`src/sv/rma_pkg.sv`:
```
// Package for the ring moving-average block: window and sample sizes,
// derived widths and the sequencer state type. No dependencies.
package rma_pkg;

    localparam int WINDOW      = 16;
    localparam int SAMPLE_BITS = 16;

    // Widths that follow from the window depth and the sample width
    localparam int SLOT_BITS    = (WINDOW > 1) ? $clog2(WINDOW) : 1;
    localparam int COUNT_BITS   = $clog2(WINDOW + 1);
    localparam int SUM_BITS     = SAMPLE_BITS + ((WINDOW > 1) ? $clog2(WINDOW) : 0);
    localparam int DIV_CNT_BITS = (SUM_BITS > 1) ? $clog2(SUM_BITS) : 1;

    localparam logic [COUNT_BITS-1:0]   WINDOW_COUNT = COUNT_BITS'(WINDOW);
    localparam logic [SLOT_BITS-1:0]    LAST_SLOT    = SLOT_BITS'(WINDOW - 1);
    localparam logic [DIV_CNT_BITS-1:0] DIV_FIRST    = DIV_CNT_BITS'(SUM_BITS - 1);

    localparam logic FUNC_PUSH  = 1'b0;
    localparam logic FUNC_CLEAR = 1'b1;

    typedef enum logic [2:0] {
        ST_IDLE,
        ST_READ,
        ST_UPDATE,
        ST_DIV,
        ST_DONE
    } rma_state_t;

endpackage

```
`src/sv/ring_moving_average.sv`:
```
// Ring moving-average block: sample ring, running sum and a bit-serial divider.
// Depends on rma_pkg for sizes, widths and the sequencer state type.
//
// Usage:
//   Input channel (s_valid/s_ready): one word carries s_func and s_sample.
//   s_func = push stores s_sample in a ring of WINDOW entries and updates the
//   running sum; s_func = clear empties the window at once (the ring itself is
//   left untouched, since an entry is only used once the window is full).
//   Result channel (m_valid/m_ready): one word per input word with m_average
//   (sum / fill level, truncated toward zero), m_fill_level and m_window_full.
//   A push passes through ST_READ (oldest ring entry at hand), ST_UPDATE (sum
//   and ring), ST_DIV (restoring division, SUM_BITS (20) quotient bits) and
//   ST_DONE, which loads the output register; s_ready is high again in the
//   same cycle that the result becomes valid. No new word is taken before then.
//   The division uses a single divider step, one quotient bit a cycle.
//   A clear skips the read, update and division and goes straight to ST_DONE.
//   The output register parts the two sides: a new word is accepted while the
//   previous result still waits. If the receiver stalls, the finished result
//   is held in the sequencer until the output register is free.
//   Reset (aresetn low, synchronous) empties the window and drops any
//   pending result; ring contents need no clearing.
module ring_moving_average (
    input  logic                                  aclk,
    input  logic                                  aresetn,
    input  logic                                  s_valid,
    output logic                                  s_ready,
    input  logic                                  s_func,
    input  logic signed [rma_pkg::SAMPLE_BITS-1:0] s_sample,
    output logic                                  m_valid,
    input  logic                                  m_ready,
    output logic signed [rma_pkg::SAMPLE_BITS-1:0] m_average,
    output logic [rma_pkg::COUNT_BITS-1:0]        m_fill_level,
    output logic                                  m_window_full
);

    localparam int SB  = rma_pkg::SAMPLE_BITS;
    localparam int CB  = rma_pkg::COUNT_BITS;
    localparam int SLB = rma_pkg::SLOT_BITS;
    localparam int SUB = rma_pkg::SUM_BITS;
    localparam int DCB = rma_pkg::DIV_CNT_BITS;

    // Sample ring: written once per push, read at the write slot before that
    logic signed [SB-1:0] ring_mem [rma_pkg::WINDOW];
    logic signed [SB-1:0] ring_rd_reg;

    rma_pkg::rma_state_t state_reg, state_next;

    logic [SLB-1:0]        slot_reg, slot_next;
    logic [CB-1:0]         count_reg, count_next;
    logic signed [SUB-1:0] sum_reg, sum_next;
    logic signed [SB-1:0]  sample_reg, sample_next;

    // Divider: quo_reg starts as the dividend magnitude and ends as quotient
    logic [SUB-1:0] quo_reg, quo_next;
    logic [CB-1:0]  rem_reg, rem_next;
    logic [DCB-1:0] bit_cnt_reg, bit_cnt_next;
    logic           neg_reg, neg_next;

    logic                 m_valid_reg, m_valid_next;
    logic signed [SB-1:0] m_average_reg, m_average_next;
    logic [CB-1:0]        m_fill_reg, m_fill_next;
    logic                 m_full_reg, m_full_next;

    logic                  in_fire;
    logic                  out_free;
    logic signed [SUB-1:0] new_sum;
    logic [SUB-1:0]        new_mag;
    logic [CB:0]           trial;
    logic [CB:0]           trial_diff;
    logic                  trial_ge;
    logic [SUB-1:0]        signed_quo;

    assign s_ready  = (state_reg == rma_pkg::ST_IDLE);
    assign in_fire  = s_valid && s_ready;
    assign out_free = !m_valid_reg || m_ready;

    // Running sum: add the new sample, drop the oldest once the window is full
    always_comb begin
        new_sum = sum_reg + SUB'(sample_reg);
        if (count_reg == rma_pkg::WINDOW_COUNT) begin
            new_sum = new_sum - SUB'(ring_rd_reg);
        end
        new_mag = new_sum[SUB-1] ? (~new_sum + SUB'(1)) : new_sum;
    end

    // One restoring-division step: bring in the next dividend bit
    assign trial      = {rem_reg, quo_reg[SUB-1]};
    assign trial_diff = trial - {1'b0, count_reg};
    assign trial_ge   = (trial >= {1'b0, count_reg});
    assign signed_quo = neg_reg ? (~quo_reg + SUB'(1)) : quo_reg;

    always_comb begin
        state_next     = state_reg;
        slot_next      = slot_reg;
        count_next     = count_reg;
        sum_next       = sum_reg;
        sample_next    = sample_reg;
        quo_next       = quo_reg;
        rem_next       = rem_reg;
        bit_cnt_next   = bit_cnt_reg;
        neg_next       = neg_reg;
        m_valid_next   = m_valid_reg && !m_ready;
        m_average_next = m_average_reg;
        m_fill_next    = m_fill_reg;
        m_full_next    = m_full_reg;

        unique case (state_reg)
            rma_pkg::ST_IDLE: begin
                if (in_fire) begin
                    sample_next = s_sample;
                    if (s_func == rma_pkg::FUNC_CLEAR) begin
                        slot_next  = '0;
                        count_next = '0;
                        sum_next   = '0;
                        quo_next   = '0;
                        neg_next   = 1'b0;
                        state_next = rma_pkg::ST_DONE;
                    end else begin
                        state_next = rma_pkg::ST_READ;
                    end
                end
            end
            rma_pkg::ST_READ: begin
                // Oldest entry arrives in ring_rd_reg this cycle
                state_next = rma_pkg::ST_UPDATE;
            end
            rma_pkg::ST_UPDATE: begin
                sum_next = new_sum;
                if (count_reg != rma_pkg::WINDOW_COUNT) begin
                    count_next = count_reg + CB'(1);
                end
                slot_next    = (slot_reg == rma_pkg::LAST_SLOT) ? '0 : slot_reg + SLB'(1);
                quo_next     = new_mag;
                neg_next     = new_sum[SUB-1];
                rem_next     = '0;
                bit_cnt_next = rma_pkg::DIV_FIRST;
                state_next   = rma_pkg::ST_DIV;
            end
            rma_pkg::ST_DIV: begin
                rem_next = trial_ge ? trial_diff[CB-1:0] : trial[CB-1:0];
                quo_next = {quo_reg[SUB-2:0], trial_ge};
                if (bit_cnt_reg == '0) begin
                    state_next = rma_pkg::ST_DONE;
                end else begin
                    bit_cnt_next = bit_cnt_reg - DCB'(1);
                end
            end
            rma_pkg::ST_DONE: begin
                // Hold the result until the output register is free
                if (out_free) begin
                    m_valid_next   = 1'b1;
                    m_average_next = signed_quo[SB-1:0];
                    m_fill_next    = count_reg;
                    m_full_next    = (count_reg == rma_pkg::WINDOW_COUNT);
                    state_next     = rma_pkg::ST_IDLE;
                end
            end
            default: begin
                state_next = rma_pkg::ST_IDLE;
            end
        endcase
    end

    always_ff @(posedge aclk) begin
        if (!aresetn) begin
            state_reg   <= rma_pkg::ST_IDLE;
            slot_reg    <= '0;
            count_reg   <= '0;
            sum_reg     <= '0;
            m_valid_reg <= 1'b0;
        end else begin
            state_reg   <= state_next;
            slot_reg    <= slot_next;
            count_reg   <= count_next;
            sum_reg     <= sum_next;
            m_valid_reg <= m_valid_next;
        end
    end

    always_ff @(posedge aclk) begin
        sample_reg    <= sample_next;
        quo_reg       <= quo_next;
        rem_reg       <= rem_next;
        bit_cnt_reg   <= bit_cnt_next;
        neg_reg       <= neg_next;
        m_average_reg <= m_average_next;
        m_fill_reg    <= m_fill_next;
        m_full_reg    <= m_full_next;
    end

    // Ring write: store the sample in the current slot during the update
    always_ff @(posedge aclk) begin
        if (state_reg == rma_pkg::ST_UPDATE) begin
            ring_mem[slot_reg] <= sample_reg;
        end
    end

    // Ring read: fetch the entry about to be overwritten
    always_ff @(posedge aclk) begin
        if (in_fire) begin
            ring_rd_reg <= ring_mem[slot_reg];
        end
    end

    assign m_valid       = m_valid_reg;
    assign m_average     = m_average_reg;
    assign m_fill_level  = m_fill_reg;
    assign m_window_full = m_full_reg;

    // Fill level never passes the window depth
    assert property (@(posedge aclk) disable iff (!aresetn)
        count_reg <= rma_pkg::WINDOW_COUNT)
        else $error("fill level beyond window depth");

    // Divisor is never zero while dividing
    assert property (@(posedge aclk) disable iff (!aresetn)
        (state_reg == rma_pkg::ST_DIV) |-> (count_reg != '0))
        else $error("division by zero fill level");

    // A clear empties the window on the next cycle
    assert property (@(posedge aclk) disable iff (!aresetn)
        (in_fire && s_func == rma_pkg::FUNC_CLEAR) |=>
            (count_reg == '0 && sum_reg == '0 && slot_reg == '0))
        else $error("clear did not empty the window");

    // Full flag matches the reported fill level
    assert property (@(posedge aclk) disable iff (!aresetn)
        m_valid |-> (m_window_full == (m_fill_level == rma_pkg::WINDOW_COUNT)))
        else $error("full flag disagrees with fill level");

    // A push starts the ring read sequence
    assert property (@(posedge aclk) disable iff (!aresetn)
        (in_fire && s_func == rma_pkg::FUNC_PUSH) |=> (state_reg == rma_pkg::ST_READ))
        else $error("push did not start the sequencer");

endmodule
```
`config.mk`:
```
export PLATFORM = sky130hd
export DESIGN_NAME = ring_moving_average
export DESIGN_NICKNAME = d
export VERILOG_FILES = /design/src/sv/rma_pkg.sv /design/src/sv/ring_moving_average.sv
export SDC_FILE = /design/constraint.sdc
export NUM_CORES = 1
export LEC_CHECK = 0
export BUFFER_PORTS_ARGS = -buffer_cell sky130_fd_sc_hd__buf_4
export CAP_MARGIN = 10
export CELL_PAD_IN_SITES_DETAIL_PLACEMENT = 0
export CELL_PAD_IN_SITES_GLOBAL_PLACEMENT = 1
export CORE_ASPECT_RATIO = 0.75
export CORE_MARGIN = 10
export CORE_UTILIZATION = 30
export CTS_CLUSTER_SIZE = 30
export DETAILED_ROUTE_END_ITERATION = 10
export GPL_TIMING_DRIVEN = 0
export PLACE_DENSITY = 0.61
export SETUP_SLACK_MARGIN = 0.4
export SLEW_MARGIN = 5
export SYNTH_ARGS = -nofsm -noshare
export SYNTH_HDL_FRONTEND = slang
export SYNTH_SLANG_ARGS = --single-unit
```
`constraint.sdc`:
```
create_clock -name aclk -period 13.7 [get_ports aclk]
set_input_delay 1.37 -clock aclk [delete_from_list [all_inputs] [get_ports aclk]]
set_output_delay 1.37 -clock aclk [all_outputs]
set_load 0.05 [all_outputs]
```
; Yosys cells after proc, flatten, opt, wreduce, memory -nomap -nowiden
; Memories as Yosys holds them, arrays and structs flattened. A register that Yosys moved wholly into a read port is not among the register bits.
; Cells that the tools add are included.
[totals]
register_bits = 102
ramBits = 256
elab_cells = 86
memories = 1
[classes]
addsub = 8
n_lt_le_gt_ge = 1
eq_ne = 13
n_mux = 31
bitwise = 2
reduce_logical = 17
[memory_table]
columns = memory, depth, width, rd, rd_ports_with_merged_regs, write_ports, line
row1 = ring_mem, 16, 16, 1, 1, 1, ring_moving_average.sv:43  ; logic signed [SB-1:0] ring_mem [rma_pkg::WINDOW];
[op_table]
columns = cell, n
row1 = $mux 20, 4
row2 = $pmux 20 s3, 1
row3 = $pmux 20 s2, 1
row4 = $pmux 5 s2, 3
row5 = $mux 5, 5
row6 = $add 20x16->20, 1
row7 = $add 20x2->20 const B, 1
row8 = $not 20->20, 1
row9 = $sub 20x16->20, 1
row10 = $add 16x1->16 const B, 1
row11 = $mux 16, 1
row12 = $not 16->16, 1
row13 = $pmux 3 s5, 1
row14 = $mux 3, 4
row15 = $mux 4, 3
row16 = $reduce_and 3->1, 3
row17 = $ne 2x2->1 const B, 4
row18 = $pmux 4 s2, 1
row19 = $eq 3x2->1 const B, 2
row20 = $ge 6x5->1, 1
row21 = $mux 1, 6
row22 = $reduce_and 2->1, 3
row23 = $add 5x1->5 const B, 1
row24 = $eq 5x5->1 const B, 1
row25 = 17 further kinds, 21

; Longest topological paths before layout
[depth]
word_depth = 7
depth_mapped = 23
ltp_nobuf = 21

; Worst setup path before layout
; Ideal clock, no wire load.
[synth_path]
kind = register to register
from = register sample_reg[0]
to = register quo_reg[1] (data pin)
setup_ns = 0.267
arrival_ns = 4.849
required_ns = 13.433
path_slack_ns = 8.584
path_stages_with_launch = 22
path_buffers = 2
synth_period_minus_slack_ns = 5.116
path_cell_list = edfxtp_1 ha_1 inv_1 fa_1 nor2b_1 o211ai_2 a211o_1 a31oi_1 xor2_1 ha_1 a21o_1 a21o_1 a2111oi_4 a211oi_2 a311oi_2 mux2i_1 and4_4 buf_6 or2_4 buf_2 mux2i_1 o22ai_1
[synth_via]
elab_chain_cells = 7
[synth_lines]
columns = element, line
row1 = "start, declared", ring_moving_average.sv:51  ; logic signed [SB-1:0] sample_reg, sample_next;
row2 = "start signal, assigned", ring_moving_average.sv:181  ; sample_reg <= sample_next;
row3 = $add 20x16->20 (*), ring_moving_average.sv:79  ; new_sum = sum_reg + SUB'(sample_reg);
row4 = $sub 20x16->20, ring_moving_average.sv:81  ; new_sum = new_sum - SUB'(ring_rd_reg);
row5 = $mux 20 (*), ring_moving_average.sv:80  ; if (count_reg == rma_pkg::WINDOW_COUNT) begin
row6 = $not 20->20, ring_moving_average.sv:83  ; new_mag = new_sum[SUB-1] ? (~new_sum + SUB'(1)) : new_sum;
row7 = $add 20x2->20, ring_moving_average.sv:83
row8 = $mux 20 (*), ring_moving_average.sv:83
row9 = $pmux 20 s3 (*), ring_moving_average.sv:107  ; unique case (state_reg)
row10 = net quo_next[1], ring_moving_average.sv:54  ; logic [SUB-1:0] quo_reg, quo_next;
row11 = "end signal, assigned", ring_moving_average.sv:182  ; quo_reg <= quo_next;
row12 = "end, declared", ring_moving_average.sv:54
; Mark *: on every way through the listed nets, which the timed path passes. The rest lies on a longest branch.
; A chain may end at the register's enable or synchronous reset.

; Final worst setup path
; Same ends and word-level chain as after synthesis.

==> flow_metrics.py <==
metrics = {
    "synthesis": {
        "yosys_most_used_dff": "edfxtp_1",
        "ys_ff_latch": 374,
        "syn_area_um2": 17300,
        "syn_inst": 1195,
        "netlist.area_leader.share_pct": 59.0,
        "async_flop_share_pct": 0,
        "ys_top_cells_by_area": "edfxtp_1, mux4_2, ha_1, dfxtp_1, xnor2_1",
        "synth_area_per_cell_um2": 14.5,
        "yosysTopAreaCell": "edfxtp_1",
        "synth_edf_count": 341,
        "yosys_warnings": 0,
        "synthesis.nets": 1272,
        "synth_cell_type_count": 75,
        "seq_area_frac_synth_pct": 62.8,
    },
    "worst_setup_path": {
        "crit_type": "reg2reg",
        "crit_required_ns": 13.99,
        "path_cells": "ha_1, inv_1, fa_1, nor2b_1, o211ai_2, a211o_1, a31oi_1, xor2_1, ha_1, a21o_1, a21o_1, a2111oi_4, a211oi_2, a311oi_2, mux2i_1, and4_4, buf_6, or2_4, buf_2, mux2i_1, o22ai_1",
        "cp-start-kind": "flip-flop",
        "max_stage_delay_ns": 0.68,
        "worstPathMaxFanout": 17,
        "startpoint": "sample_reg[0]",
        "cp_top_family": "compound AO/OA/AOI/OAI gates",
        "slowest_stage": "edfxtp_1",
        "cp-end-kind": "flip-flop",
        "reg2reg_from": "sample_reg[0]",
        "arrival_ns": 6.64,
        "critPathBufInv": 3,
    },
    "clocking": {
        "clock_path_buffers": 3,
        "cts.sinks": 374,
        "postCtsResizedCells": 0,
        "hold_buffers": 0,
        "postCtsSetupBuffers": 0,
        "cts_tree": "yes",
        "insertion_delay_ns": 0.56,
        "clk_pin_slew_worst_paths_ns": 0.06,
        "cts_buffers": 40,
        "h-tree-depth": 2,
        "root_buffer": "clkbuf_16",
    },
    "final_layout": {
        "stdcell_count": 2112,
        "fin_nets": 1379,
        "layout-drive-gt1-share_pct": 18.5,
        "fin_util_pct": 35.3,
        "largest_register_ffs": 256,
        "diodes": 0,
        "syn_to_final_growth_pct": 16.8,
    },
    "timing": {
        "fin_worst_skew_ns": 0.0173,
        "worst_slew_pin_slew_ns": 1.14,
        "max_freq_mhz": 157,
        "hold_viol_final": 0,
        "finalSetupViolCount": 0,
        "slew_viol_final": 0,
        "rsz0062_at_grt": "false",
        "min_period_ns": 6.35,
        "min_period_over_period_pct": 46.4,
        "setup_slack_ns": 7.35,
        "relSlewSlack_pct": 24.2,
        "tns_ns": 0,
    },
    "route": {
        "wl_per_cell_um": 21.1,
        "ant_nets": 0,
        "route.detailed.drc": 0,
        "firstDrtPassIters": 8,
        "vias": 10500,
        "wirelength_um": 44500,
        "routed_via_density": 4.98,
        "first_iter_violations": 980,
    },
    "global_route": {
        "antenna_found_initial": 0,
        "grtUsageTotal_pct": 13.0,
        "grt_start_max_net_pins": 25,
        "grt_pass1_wl_um": 67300,
        "grt_overflow": 0,
        "grt_pass1_vias": 10500,
    },
    "hold_path": {
        "min_from": "count_reg[3]",
        "hp-class": "reg2reg",
    },
    "pwr": {
        "p_leak_nw": 6.65,
        "irDropWorstVdd_v": 0.000103,
        "powerDensity_nw_per_um2": 140,
    },
    "placement": {
        "post-place-ws_ns": 7.38,
        "dp_hpwl_um": 32000,
        "place_inst": 2039,
        "gp_congestion": 0.811,
        "port-buffer-count": 44,
    },
    "floorplanning": {
        "pin_count": 45,
        "row_count": 76,
        "start_util_pct": 30.3,
        "die_h_um": 228,
        "core_um2": 57300,
        "dieArea_um2": 67900,
        "die_x_um": 298,
    },
    "job": {
        "max-cap-violations": 0,
    },
    "outcome": {
        "outcome": "complete, no violations",
    },
}
path summary, 6_finish.rpt:
path	endpoint	slack, ns	cells past startpoint
worst max-delay path	quo_reg[1]	7.35	21
worst min-delay path	m_fill_level[3]	0.47	0
worst max register to register	quo_reg[1]	7.35	21
worst min register to register	m_fill_level[3]	0.47	0
cell type report:
| class | instances | area (um^2) |
|---|---|---|
| multi-input combinational | 728 | 6140 |
| buffer | 48 | 191 |
| fill | 5472 | 37100 |
| clock inverter | 26 | 201 |
| clock buffer | 46 | 1030 |
| timing repair buffer | 65 | 654 |
| inverter | 45 | 169 |
| sequential | 374 | 10900 |
| tap | 780 | 976 |
metal layers:
layer	global-route usage, %	vias to the layer above	share of wire (%)
met2	18.6	301	42
met3	2.26	39	5.7
met4	3.12	0	1.4
met5	0	-	0
li1	-	4876	-
met1	19.8	5304	51
synth_stat cells (all sizes together), types with 32 or more instances:
master,instances
edfxtp,341
nand2,83
mux4,80
nor2,70
a21oi,53
ha,53
o21ai,49
inv,44
clkbuf,38
xnor2,37
dfxtp,33
nor3,32
worst reg2reg max path, cell delays in order (launching register included):
cell       delay [ns]
edfxtp_1         0.68
ha_1             0.29
inv_1            0.06
fa_1             0.40
nor2b_1          0.21
o211ai_2         0.18
a211o_1          0.38
a31oi_1          0.22
xor2_1           0.33
ha_1             0.39
a21o_1           0.22
a21o_1           0.21
a2111oi_4        0.42
a211oi_2         0.16
a311oi_2         0.32
mux2i_1          0.43
and4_4           0.28
buf_6            0.14
or2_4            0.16
buf_2            0.26
mux2i_1          0.27
o22ai_1          0.11
power by group:
group	switching [W]	internal (W)	total, W
clock network	0.000455	0.000582	0.00104
registers	0.0000414	0.00130	0.00134
logic	0.000274	0.000181	0.000455
through the flow:
stage                     hold slack, ns  cell area (um^2)  total power [W]
after floorplan                    0.430             17300          0.00168
after global placement             0.460             18700          0.00181
after detailed placement           0.465             19000          0.00182
after CTS                          0.483             20300          0.00286
after global routing               0.487             20300          0.00296
final                              0.474             20300          0.00283
cells in the final DEF, fill, tap and decap left out, drive strengths merged, types with 46 or more instances in the layout:
cell type / instances
inv: 46
buf: 75
o21ai: 49
nand2: 83
edfxtp: 341
mux4: 80
nor2: 70
clkbuf: 84
ha: 53
a21oi: 53
logic make-up after synthesis:
logic type	after synthesis	synth area share [%]
fa+ha+maj	56	4.17
buf+inv	93	2.08
simple gates	321	9.31
compound gates	207	7.93
mux	88	10.9
flops	374	62.8
xor+xnor	56	2.83
No activity file was read; power rests on OpenSTA's default activity.
